## src/hw/rtl/kls_pkg.sv

```systemverilog
// kls_pkg: shared types, constants and helpers for the keyframe loop light sampler.
// No dependencies.
package kls_pkg;

    localparam int TIME_W   = 32;
    localparam int PERIOD_W = 16;
    localparam int PHASE_W  = 10;
    localparam int KEY_W    = 8;
    localparam int SWEEP_W  = 9;
    localparam int CFG_IDX_W = 3;
    localparam int CFG_DATA_W = 32;

    localparam logic [CFG_IDX_W-1:0] CFG_PERIOD     = 3'd0;
    localparam logic [CFG_IDX_W-1:0] CFG_OFFSET     = 3'd1;
    localparam logic [CFG_IDX_W-1:0] CFG_ENERGY     = 3'd2;
    localparam logic [CFG_IDX_W-1:0] CFG_REFLECTION = 3'd3;
    localparam logic [CFG_IDX_W-1:0] CFG_DRIFT      = 3'd4;

    localparam logic [PERIOD_W-1:0] PERIOD_RESET = 16'd4000;
    localparam logic [PHASE_W:0]    PHASE_HALF   = 11'd512;
    localparam logic [PHASE_W:0]    PHASE_FULL   = 11'd1024;

    typedef logic [KEY_W-1:0] key_t;

    // floor(x / 255), exact for x < 65535
    function automatic logic [8:0] div255(input logic [16:0] x);
        logic [17:0] t;
        t = {1'b0, x} + {9'd0, x[16:8]} + 18'd1;
        return t[16:8];
    endfunction

    function automatic key_t key_sel(input logic [4*KEY_W-1:0] keys, input logic [1:0] idx);
        return keys[idx*KEY_W +: KEY_W];
    endfunction

endpackage

```

## src/hw/rtl/keyframe_loop_light_sampler.sv

```systemverilog
// keyframe_loop_light_sampler: top level, config registers and post-divide stages.
// Uses kls_pkg and kls_phase_div.
//
// channel   signals                                     handshake
// input     start, busy, now_ms                         start & !busy
// result    done, energy, reflection, drift_x, beat,    done, one cycle
//           blend, sweep
// config    cfg_valid, cfg_ready, cfg_index, cfg_data   cfg_valid & cfg_ready
//
// One item per cycle; busy is always low. The offset-add stage feeds the divider,
// which runs the 42-step restoring division three steps per stage.
// Reset clears valid bits and loads register defaults. The receiver cannot
// stall, so the pipeline never holds.
module keyframe_loop_light_sampler #(
    parameter int CELL_PX = 4
) (
    input  logic                                clk,
    input  logic                                rst_n,
    input  logic                                start,
    output logic                                busy,
    input  logic [kls_pkg::TIME_W-1:0]          now_ms,
    output logic                                done,
    output logic [7:0]                          energy,
    output logic [7:0]                          reflection,
    output logic signed [7:0]                   drift_x,
    output logic [1:0]                          beat,
    output logic [7:0]                          blend,
    output logic [kls_pkg::SWEEP_W-1:0]         sweep,
    input  logic                                cfg_valid,
    output logic                                cfg_ready,
    input  logic [kls_pkg::CFG_IDX_W-1:0]       cfg_index,
    input  logic [kls_pkg::CFG_DATA_W-1:0]      cfg_data
);
    localparam int HALF_Q8 = (CELL_PX * 255) / 2;
    localparam int RECIP   = 65536 / CELL_PX + 1;

    logic [15:0] period_reg, offset_reg;
    logic [31:0] energy_keys_reg, refl_keys_reg, drift_keys_reg;

    assign busy      = 1'b0;
    assign cfg_ready = 1'b1;

    always_ff @(posedge clk or negedge rst_n)
    begin
        if (!rst_n)
        begin
            period_reg      <= kls_pkg::PERIOD_RESET;
            offset_reg      <= '0;
            energy_keys_reg <= '0;
            refl_keys_reg   <= '0;
            drift_keys_reg  <= '0;
        end
        else if (cfg_valid)
        begin
            case (cfg_index)
                kls_pkg::CFG_PERIOD:     period_reg      <= cfg_data[15:0];
                kls_pkg::CFG_OFFSET:     offset_reg      <= cfg_data[15:0];
                kls_pkg::CFG_ENERGY:     energy_keys_reg <= cfg_data;
                kls_pkg::CFG_REFLECTION: refl_keys_reg   <= cfg_data;
                kls_pkg::CFG_DRIFT:      drift_keys_reg  <= cfg_data;
                default: ;
            endcase
        end
    end

    // stage 0: offset add
    logic        s0_vld_reg;
    logic [31:0] s0_sum_reg;

    always_ff @(posedge clk or negedge rst_n)
    begin
        if (!rst_n)
            s0_vld_reg <= 1'b0;
        else
            s0_vld_reg <= start;
    end

    always_ff @(posedge clk)
    begin
        s0_sum_reg <= now_ms + {16'd0, offset_reg};
    end

    logic       dv_vld;
    logic [9:0] dv_q10;

    kls_phase_div u_div (
        .clk     (clk),
        .rst_n   (rst_n),
        .in_vld  (s0_vld_reg),
        .sum     (s0_sum_reg),
        .period  (period_reg),
        .out_vld (dv_vld),
        .q10     (dv_q10)
    );

    // stage 1: key select and products
    logic [9:0] q10;
    logic [1:0] bt, nx;
    logic [7:0] fr;
    kls_pkg::key_t ea, eb, ra, rb, da, db;
    logic signed [17:0] e_prod_next, r_prod_next, dq8_next;
    logic [8:0] sweep_next;

    assign q10 = (period_reg == '0) ? '0 : dv_q10;
    assign bt  = q10[9:8];
    assign nx  = bt + 2'd1;
    assign fr  = q10[7:0];

    always_comb
    begin
        ea = kls_pkg::key_sel(energy_keys_reg, bt);
        eb = kls_pkg::key_sel(energy_keys_reg, nx);
        ra = kls_pkg::key_sel(refl_keys_reg, bt);
        rb = kls_pkg::key_sel(refl_keys_reg, nx);
        da = kls_pkg::key_sel(drift_keys_reg, bt);
        db = kls_pkg::key_sel(drift_keys_reg, nx);
        e_prod_next = ($signed({1'b0, eb}) - $signed({1'b0, ea})) * $signed({1'b0, fr});
        r_prod_next = ($signed({1'b0, rb}) - $signed({1'b0, ra})) * $signed({1'b0, fr});
        dq8_next = $signed({{10{da[7]}}, da}) * 18'sd255
                 + ($signed({db[7], db}) - $signed({da[7], da})) * $signed({1'b0, fr});
        if ({1'b0, q10} <= kls_pkg::PHASE_HALF)
            sweep_next = q10[9:1];
        else
            sweep_next = 9'((kls_pkg::PHASE_FULL - {1'b0, q10}) >> 1);
    end

    logic               s1_vld_reg;
    logic [1:0]         s1_beat_reg;
    logic [7:0]         s1_blend_reg, s1_ea_reg, s1_ra_reg;
    logic [8:0]         s1_sweep_reg;
    logic signed [17:0] s1_e_reg, s1_r_reg, s1_d_reg;

    always_ff @(posedge clk or negedge rst_n)
    begin
        if (!rst_n)
            s1_vld_reg <= 1'b0;
        else
            s1_vld_reg <= dv_vld;
    end

    always_ff @(posedge clk)
    begin
        s1_beat_reg  <= bt;
        s1_blend_reg <= fr;
        s1_sweep_reg <= sweep_next;
        s1_ea_reg    <= ea;
        s1_ra_reg    <= ra;
        s1_e_reg     <= e_prod_next;
        s1_r_reg     <= r_prod_next;
        s1_d_reg     <= dq8_next;
    end

    // stage 2: divide by 255
    logic [16:0] e_mag, r_mag, d_mag;
    logic [8:0]  e_q, r_q, d_y_next;
    logic [7:0]  e_next, r_next;

    always_comb
    begin
        e_mag = s1_e_reg[17] ? 17'(-s1_e_reg) : s1_e_reg[16:0];
        r_mag = s1_r_reg[17] ? 17'(-s1_r_reg) : s1_r_reg[16:0];
        d_mag = s1_d_reg[17] ? 17'(-s1_d_reg) : s1_d_reg[16:0];
        e_q = kls_pkg::div255(e_mag);
        r_q = kls_pkg::div255(r_mag);
        d_y_next = kls_pkg::div255(d_mag + 17'(HALF_Q8));
        e_next = s1_e_reg[17] ? s1_ea_reg - e_q[7:0] : s1_ea_reg + e_q[7:0];
        r_next = s1_r_reg[17] ? s1_ra_reg - r_q[7:0] : s1_ra_reg + r_q[7:0];
    end

    logic       s2_vld_reg, s2_neg_reg;
    logic [1:0] s2_beat_reg;
    logic [7:0] s2_blend_reg, s2_e_reg, s2_r_reg;
    logic [8:0] s2_sweep_reg, s2_y_reg;

    always_ff @(posedge clk or negedge rst_n)
    begin
        if (!rst_n)
            s2_vld_reg <= 1'b0;
        else
            s2_vld_reg <= s1_vld_reg;
    end

    always_ff @(posedge clk)
    begin
        s2_beat_reg  <= s1_beat_reg;
        s2_blend_reg <= s1_blend_reg;
        s2_sweep_reg <= s1_sweep_reg;
        s2_e_reg     <= e_next;
        s2_r_reg     <= r_next;
        s2_y_reg     <= d_y_next;
        s2_neg_reg   <= s1_d_reg[17];
    end

    // stage 3: divide by cell size, snap back to pixels
    logic [25:0] c_prod;
    logic [7:0]  cells;
    logic [12:0] px;
    logic [7:0]  drift_next;

    always_comb
    begin
        c_prod = 26'({17'd0, s2_y_reg} * 26'(RECIP));
        cells  = c_prod[23:16];
        px     = 13'({5'd0, cells} * 13'(CELL_PX));
        drift_next = s2_neg_reg ? 8'(-px[7:0]) : px[7:0];
    end

    always_ff @(posedge clk or negedge rst_n)
    begin
        if (!rst_n)
            done <= 1'b0;
        else
            done <= s2_vld_reg;
    end

    always_ff @(posedge clk)
    begin
        energy     <= s2_e_reg;
        reflection <= s2_r_reg;
        drift_x    <= $signed(drift_next);
        beat       <= s2_beat_reg;
        blend      <= s2_blend_reg;
        sweep      <= s2_sweep_reg;
    end

endmodule

```

## src/hw/rtl/kls_phase_div.sv

```systemverilog
// kls_phase_div: pipelined restoring divider giving the Q10 loop phase
// floor(((sum mod period) * 1024) / period). Uses kls_pkg.
module kls_phase_div #(
    parameter int STEPS = 3
) (
    input  logic                            clk,
    input  logic                            rst_n,
    input  logic                            in_vld,
    input  logic [kls_pkg::TIME_W-1:0]      sum,
    input  logic [kls_pkg::PERIOD_W-1:0]    period,
    output logic                            out_vld,
    output logic [kls_pkg::PHASE_W-1:0]     q10
);
    localparam int DVD_W  = kls_pkg::TIME_W + kls_pkg::PHASE_W;
    localparam int STAGES = (DVD_W + STEPS - 1) / STEPS;
    localparam int PW     = kls_pkg::PERIOD_W;
    localparam int QW     = kls_pkg::PHASE_W;

    logic          vld_reg [0:STAGES];
    logic [PW-1:0] rem_reg [0:STAGES];
    logic [DVD_W-1:0] dvd_reg [0:STAGES];
    logic [QW-1:0] q_reg   [0:STAGES];

    assign vld_reg[0] = in_vld;
    assign rem_reg[0] = '0;
    assign dvd_reg[0] = {sum, {QW{1'b0}}};
    assign q_reg[0]   = '0;

    genvar g;
    generate
        for (g = 0; g < STAGES; g++)
        begin : g_stage
            logic [PW-1:0]    rem_next;
            logic [DVD_W-1:0] dvd_next;
            logic [QW-1:0]    q_next;

            always_comb
            begin
                logic [PW:0] t;
                rem_next = rem_reg[g];
                dvd_next = dvd_reg[g];
                q_next   = q_reg[g];
                for (int i = 0; i < STEPS; i++)
                begin
                    if (g * STEPS + i < DVD_W)
                    begin
                        t = {rem_next, dvd_next[DVD_W-1]};
                        dvd_next = {dvd_next[DVD_W-2:0], 1'b0};
                        if (t >= {1'b0, period})
                        begin
                            t = t - {1'b0, period};
                            q_next = {q_next[QW-2:0], 1'b1};
                        end
                        else
                        begin
                            q_next = {q_next[QW-2:0], 1'b0};
                        end
                        rem_next = t[PW-1:0];
                    end
                end
            end

            always_ff @(posedge clk or negedge rst_n)
            begin
                if (!rst_n)
                begin
                    vld_reg[g+1] <= 1'b0;
                end
                else
                begin
                    vld_reg[g+1] <= vld_reg[g];
                end
            end

            always_ff @(posedge clk)
            begin
                rem_reg[g+1] <= rem_next;
                dvd_reg[g+1] <= dvd_next;
                q_reg[g+1]   <= q_next;
            end
        end
    endgenerate

    assign out_vld = vld_reg[STAGES];
    assign q10     = q_reg[STAGES];

endmodule
```

## config.mk

```make
export PLATFORM = sky130hd
export DESIGN_NAME = keyframe_loop_light_sampler
export DESIGN_NICKNAME = d
export VERILOG_FILES = /design/src/hw/rtl/kls_pkg.sv /design/src/hw/rtl/keyframe_loop_light_sampler.sv /design/src/hw/rtl/kls_phase_div.sv
export SDC_FILE = /design/constraint.sdc
export NUM_CORES = 2
export LEC_CHECK = 0
export ABC_AREA = 1
export BUFFER_PORTS_ARGS = -buffer_cell sky130_fd_sc_hd__buf_2
export CORE_UTILIZATION = 39
export DETAILED_ROUTE_END_ITERATION = 10
export GPL_ROUTABILITY_DRIVEN = 0
export GPL_TIMING_DRIVEN = 0
export PLACE_DENSITY = 0.53
export SLEW_MARGIN = 20
export SYNTH_ARGS = -nofsm -noshare
export SYNTH_HDL_FRONTEND = slang
export SYNTH_SLANG_ARGS = --single-unit
```

## constraint.sdc

```tcl
create_clock -name clk -period 10 [get_ports clk]
set_input_delay 2 -clock clk [delete_from_list [all_inputs] [get_ports clk]]
set_output_delay 2 -clock clk [all_outputs]
set_load 0.02 [all_outputs]
```

### Word-level counts from Yosys, hierarchy flattened

Index checks and enable logic that the tools add are counted.

| word-level totals | value |
|---|---|
| bits of input ports | 71 |
| output and inout bits | 46 |
| bits in registers | 740 |
| logic and storage cells | 263 |

| operators by class | value |
|---|---|
| $lt $le $gt $ge | 43 |
| reduce and logical (&&, ||, !) cells | 7 |
| shifts and indexed selects | 6 |
| add/sub/neg operators | 63 |
| multiplexer cells | 59 |
| eq/ne operators | 4 |
| $mul | 5 |

Operators by type and width:

| cell | count |
|---|---|
| >= comparator 17 x 16 -> 1 bit | 41 |
| two-way mux 16 bit | 41 |
| subtractor 16 bit | 40 |
| indexed part select 32 x 6 -> 8 bit | 6 |
| multiplier 9 x 9 -> 18 bit | 3 |
| two-way mux 17 bit | 3 |
| negator 17 bit | 3 |
| adder 16 x 1 -> 16 bit, second input constant | 2 |
| adder 16 x 9 -> 16 bit | 2 |
| adder 32 x 16 -> 32 bit | 1 |
| subtractor 8 x 8 -> 9 bit | 3 |
| two-way mux 8 bit | 3 |
| multiplier 9 x 15 -> 22 bit, second input constant | 1 |
| adder 17 x 18 -> 18 bit | 1 |
| adder 17 x 1 -> 17 bit, second input constant | 1 |
| adder 17 x 9 -> 17 bit | 1 |
| adder 17 x 9 -> 17 bit, second input constant | 1 |
| multiplier 8 x 9 -> 17 bit, second input constant | 1 |
| adder 8 bit | 2 |
| >= comparator 1 x 16 -> 1 bit | 1 |
| logical NOT 16 bit | 1 |
| subtractor 1 x 16 -> 16 bit | 1 |
| subtractor 8 bit | 2 |
| less-or-equal comparator 10 bit, second input constant | 1 |
| 11 further kinds | 25 |

### Longest topological paths before layout

| depth | value |
|---|---|
| depth after elaboration | 7 |
| depth in mapped cells | 53 |
| gate-level depth less buffers | 50 |

### By module

From an unflattened synthesis, not the netlist that was laid out.

| second synthesis, totals | value |
|---|---|
| cells, all modules | 11,016 |
| area total of the unflattened synthesis | 74,970.7 um^2 |

Modules (own cells, without submodules):

| module | seq. area each (um^2) | cells an instance | instances | area each (um^2) |
|---|---|---|---|---|
| kls_phase_div | 8,057.7 | 7,715 | 1 | 48,471.5 |
| keyframe_loop_light_sampler | 7,394.6 | 3,301 | 1 | 26,499.2 |

### Worst setup path before layout

No wires, ideal clock.

| timing | value |
|---|---|
| kind | flip-flop to flip-flop |
| from | register period_reg[4] |
| to | register s1_d_reg[17] |
| path buffers | 4 |
| clock period less this slack | 9,534 ps |
| setup time | 120 ps |
| stages on the path, launching flop included | 52 |
| data required time | 9,880 ps |
| slack | 466 ps |
| arrival time | 9,414 ps |
| cell sequence | dfrtp_1 inv_1 nand3_1 nor3_2 nand2_2 nand2_2 buf_2 buf_2 buf_1 ha_1 inv_1 clkbuf_1 o21ai_0 o22ai_1 ha_1 nand2_1 nor2_1 a211oi_1 (+16 left out) fa_1 fa_1 inv_1 fa_1 inv_1 ha_1 nand2_1 o21a_1 nand2_1 nand2_1 nand2_1 a21oi_1 o21ai_0 nand2_1 nand2_1 nand2_1 nand2_1 xnor2_1 |

| between the ends | value |
|---|---|
| cells in the longest elaborated chain, start to end | 7 |
| elaborated cells on any way between the ends | 9 |
| those cells by class | 3 x add/sub; 2 x mul; 2 x shift; 1 x mux; 1 x reduce/logical |

Ends and longest elaborated chain:

| what | RTL line | source |
|---|---|---|
| start: declaration | keyframe_loop_light_sampler.sv:37 | `logic [15:0] period_reg, offset_reg;` |
| start signal: assignment | keyframe_loop_light_sampler.sv:47 | `period_reg <= kls_pkg::PERIOD_RESET;` |
| start signal: assignment | keyframe_loop_light_sampler.sv:56 | `kls_pkg::CFG_PERIOD: period_reg <= cfg_data[15:0];` |
| logical NOT 16 bit (*) | keyframe_loop_light_sampler.sv:104 | `assign q10 = (period_reg == '0) ? '0 : dv_q10;` |
| two-way mux 10 bit (*) | keyframe_loop_light_sampler.sv:104 |  |
| adder 2 x 1 -> 2 bit | keyframe_loop_light_sampler.sv:106 | `assign nx = bt + 2'd1;` |
| indexed part select 32 x 6 -> 8 bit | kls_pkg.sv:33 | `return keys[idx*KEY_W +: KEY_W];` |
| subtractor 8 x 8 -> 9 bit | keyframe_loop_light_sampler.sv:120 | `+ ($signed({db[7], db}) - $signed({da[7], da})) * $signed({1'b0, fr});` |
| multiplier 9 x 9 -> 18 bit | keyframe_loop_light_sampler.sv:120 |  |
| adder 17 x 18 -> 18 bit (*) | keyframe_loop_light_sampler.sv:120 |  |
| named net dq8_next[17] | keyframe_loop_light_sampler.sv:101 | `logic signed [17:0] e_prod_next, r_prod_next, dq8_next;` |
| end signal: assignment | keyframe_loop_light_sampler.sv:150 | `s1_d_reg <= dq8_next;` |
| end: declaration | keyframe_loop_light_sampler.sv:131 | `logic signed [17:0] s1_e_reg, s1_r_reg, s1_d_reg;` |

Mark *: on every way through the listed nets, which the timed path passes. The rest lies on a longest branch.
A chain may end at the register's enable or synchronous reset.

### Worst setup path after layout

| timing | value |
|---|---|
| from | register period_reg[0] |
| to | register s1_d_reg[17] |

| between the ends | value |
|---|---|
| cells in the longest elaborated chain, start to end | 7 |
| elaborated cells on any way between the ends | 9 |
| those cells by class | 3 x add/sub; 2 x mul; 2 x shift; 1 x mux; 1 x reduce/logical |

Ends and longest elaborated chain:

| what | RTL line | source |
|---|---|---|
| logical NOT 16 bit (*) | keyframe_loop_light_sampler.sv:104 |  |
| two-way mux 10 bit (*) | keyframe_loop_light_sampler.sv:104 |  |
| named net q10[9] | keyframe_loop_light_sampler.sv:97 | `logic [9:0] q10;` |
| adder 2 x 1 -> 2 bit | keyframe_loop_light_sampler.sv:106 |  |
| indexed part select 32 x 6 -> 8 bit | kls_pkg.sv:33 |  |
| subtractor 8 x 8 -> 9 bit | keyframe_loop_light_sampler.sv:120 |  |
| multiplier 9 x 9 -> 18 bit | keyframe_loop_light_sampler.sv:120 |  |
| adder 17 x 18 -> 18 bit (*) | keyframe_loop_light_sampler.sv:120 |  |
| named net dq8_next[17] | keyframe_loop_light_sampler.sv:101 |  |

Marked as above.

==> out/results.tsv <==
stage	metric	value	unit
status	status	finished, final reports clean	
logic_synthesis	synth_fa_ha_area_share	22.4	%
logic_synthesis	synth-async-reset-ratio	19.9	%
place	post-dp-hpwl	179000	um
timing	worst_pin_slew	0.979	ns
min_path	min_from	s0_sum_reg[10]	
timing	setup_viol	0	
clock_network	cts_buffer_depth	3	
floorplanning	dieWidth	434	um
route	drt_iter0_markers	4675	
final_layout	final_cell_area	80300	um2
route	remaining_drc_errors	0	
logic_synthesis	synthCells	10300	
worst_setup_path	setup.worst_path.class	flop to flop	
clock_network	ctsHoldBuffers	0	
route	antenna_left	0	
place	numPortBuffers	112	
timing	finalHoldViolCount	0	
final_layout	final_layout_size_suffix_gt1_share	6.55	%
global_routing	gr-usage-all-layers	23.9	%
run	drv_cap	0	
min_path	min_delay_path_depth	0	
global_routing	grt_pass1_vias	65800	
final_layout	syn_to_final_growth	10.6	%
logic_synthesis	syn_area	72600	um2
floorplanning	die_h	434	um
worst_setup_path	cpPeakStageDelay	0.54	ns
worst_setup_path	worstPathRequired	10.58	ns
min_path	hold_path.class	flop to flop	
floorplanning	core_area	185000	um2
worst_setup_path	worstRegToRegCells	52	
worst_setup_path	cp_slowest_cell	fa_1	
worst_setup_path	worstPathArrival	10.10	ns
clock_network	cts_made_buffers	89	
global_routing	grt_pass1_wl	357000	um
worst_setup_path	r2r-end	s1_d_reg[17]	
logic_synthesis	synth-compound-area-share	14.0	%
logic_synthesis	syn_area_per_cell	7.06	um2
logic_synthesis	synth_edf_count	0	
clock_network	htree_levels	3	
logic_synthesis	synth_top_family_by_area	simple AND/OR/NAND/NOR gates	
timing	slew_viol_final	0	
global_routing	antenna_found_initial	5	
clock_network	insertion_delay	0.74	ns
timing	slew_headroom	34.3	%
logic_synthesis	ys_seq_elements	735	
global_routing	grt_max_degree	87	
worst_setup_path	worstSetupStartpointType	flop	
route	routed_wirelength	227000	um
logic_synthesis	synth_xor_xnor_area_share	7.64	%
clock_network	cts_sinks	735	
logic_synthesis	synthFlopType	dfxtp_1	
worst_setup_path	r2r_setup_slack	0.48	ns
floorplanning	num_io_pins	117	
clock_network	cts.clk_slew.worst_paths	0.07	ns
timing	post-route-period-util	95.2	%
worst_setup_path	path_common_cell	nand2_1	
floorplanning	rows	158	
min_path	hold_end	u_div.dvd_reg[569]	
logic_synthesis	muxShareOfSynthArea	0	%
route	firstDrtPassIters	6	
floorplanning	initial_core_util	39.2	%
timing	fin_skew	0.0362	ns
worst_setup_path	end_kind	flop	
route	wire_per_inst	17.4	um
timing	fmax	0.105	GHz
place	postPlaceCellArea	76800	um2
final_layout	largest_reg_flops	208	
route	vias	68300	
global_routing	globalRouteOverflowTotal	0	
timing	fin_crit	9.52	ns
clock_network	root_buffer	clkbuf_16	
floorplanning	die-area	188000	um2
clock_network	cts_tree	done	
final_layout	nNetsFinal	11700	
route	avgViaCountPerCell	5.21	
logic_synthesis	ys_types	80	
logic_synthesis	synth-simple-area-share	26.3	%
logic_synthesis	yosys_warnings	0	
worst_setup_path	r2r_start	period_reg[0]	
worst_setup_path	crit_fanout	13	
logic_synthesis	ys_seq_area_share	21.3	%
cell usage after synthesis, types with 17 or more instances:
cell / instances / area [um2]
nor2_1: 620 / 2330
nand3b_1: 47 / 353
or2_2: 63 / 394
nand2_2: 37 / 231
ha_1: 880 / 11000
dfrtp_1: 140 / 3500
nor4_1: 34 / 213
buf_6: 19 / 214
buf_2: 64 / 320
a211oi_1: 18 / 135
o211ai_1: 20 / 150
buf_1: 22 / 82.6
fa_1: 264 / 5290
o21ai_0: 558 / 2790
dfxtp_1: 589 / 11800
a21oi_1: 689 / 3450
a31oi_1: 72 / 450
nand3_1: 677 / 3390
nand4_1: 136 / 851
a21boi_0: 39 / 293
o21bai_1: 52 / 390
o21ai_1: 66 / 330
xor2_1: 351 / 3070
xnor2_1: 278 / 2430
inv_1: 1292 / 4850
inv_2: 26 / 97.6
o21ai_2: 20 / 175
a21o_1: 65 / 488
buf_4: 20 / 150
nand2_1: 2697 / 10100
clkbuf_1: 79 / 297
o22ai_1: 27 / 169
nor3_1: 85 / 425
nand3_2: 17 / 170
o21a_1: 48 / 360
cell usage in the layout, fill, tap and decap left out, types with 65 or more instances in the layout:
master     Yosys  routed
nand2_1     2697    2697
inv_1       1292    1276
ha_1         880     878
a21oi_1      689     687
nand3_1      677     677
nor2_1       620     620
dfxtp_1      589     589
o21ai_0      558     556
xor2_1       351     351
xnor2_1      278     277
fa_1         264     264
buf_2         64     172
dfrtp_1      140     138
nand4_1      136     136
clkbuf_16      0      92
nor3_1        85      85
clkbuf_1      79      80
a31oi_1       72      72
o21ai_1       66      67
a21o_1        65      65
critical path: cells and delay by family, from the launching register on:
kind,cells,cell delay [ns]
adder cells (fa/ha/maj),9,3.98
AND/OR/NAND/NOR,21,1.96
AO/OA/AOI/OAI,8,1.45
buffers and inverters,13,1.40
flip-flops,1,0.50
XOR/XNOR,1,0.08
per-layer routing:
layer	track usage [%]	share of wire (%)	up-vias
met3	2.82	5.1	383
met5	0	0.018	-
li1	-	-	34400
met1	32.2	47	31700
met4	8.87	3.6	6
met2	39.0	45	1737
how the worst max path moves through the flow:
stage / startpoint / end
finish: period_reg[0] / s1_d_reg[17]
CTS: period_reg[0] / s1_d_reg[17]
detailed placement: period_reg[0] / s1_d_reg[17]
global route: period_reg[0] / s1_d_reg[17]
floorplan: period_reg[4] / s1_d_reg[17]
global placement: period_reg[15] / s1_d_reg[17]
metrics by stage:
step | hold slack, ns | setup TNS (ns) | cells | setup WS [ns] | util [%]
6_report | 0.309 | 0 | 13100 | 0.479 | 43.4
5_1_grt | 0.320 | -0.0165 | 13100 | -0.0162 | 43.4
4_1_cts | 0.307 | 0 | 13100 | 0.0152 | 43.3
3_5_place_dp | 0.312 | -20.24 | 12900 | -1.93 | 41.5
3_3_place_gp | 0.310 | -278.43 | 12900 | -3.63 | 41.2
2_1_floorplan | 0.310 | 0 | 10300 | 0.466 | -
final cells by class:
type / instances / area [um2]
clock buffers: 108 / 2470
inverters: 1324 / 5030
well taps: 2480 / 3100
repair buffers: 147 / 1160
flip-flops and latches: 735 / 15500
multi-input cells: 8033 / 51200
fillers: 19200 / 105000
clock inverters: 57 / 756
diodes: 1 / 2.50
plain buffers: 204 / 1120
repair_timing:
action	4_1_cts	5_1_grt
resized for setup	23	24
endpoints found under the setup margin	26	10
cloned	0	1
buffers inserted	3	13
pin swaps	3	5
kinds of logic after synthesis:
group,count (synthesis)
adders and majority gates,1144
DFF,735
other,2
buffers and inverters,1529
xor gates and xnor gates,631
AOI/OAI and AO/OA,1782
and+or+nand+nor,4472
Power is not shown: default switching activity piles up to over one toggle a cycle in this logic, so the estimate is an artifact.
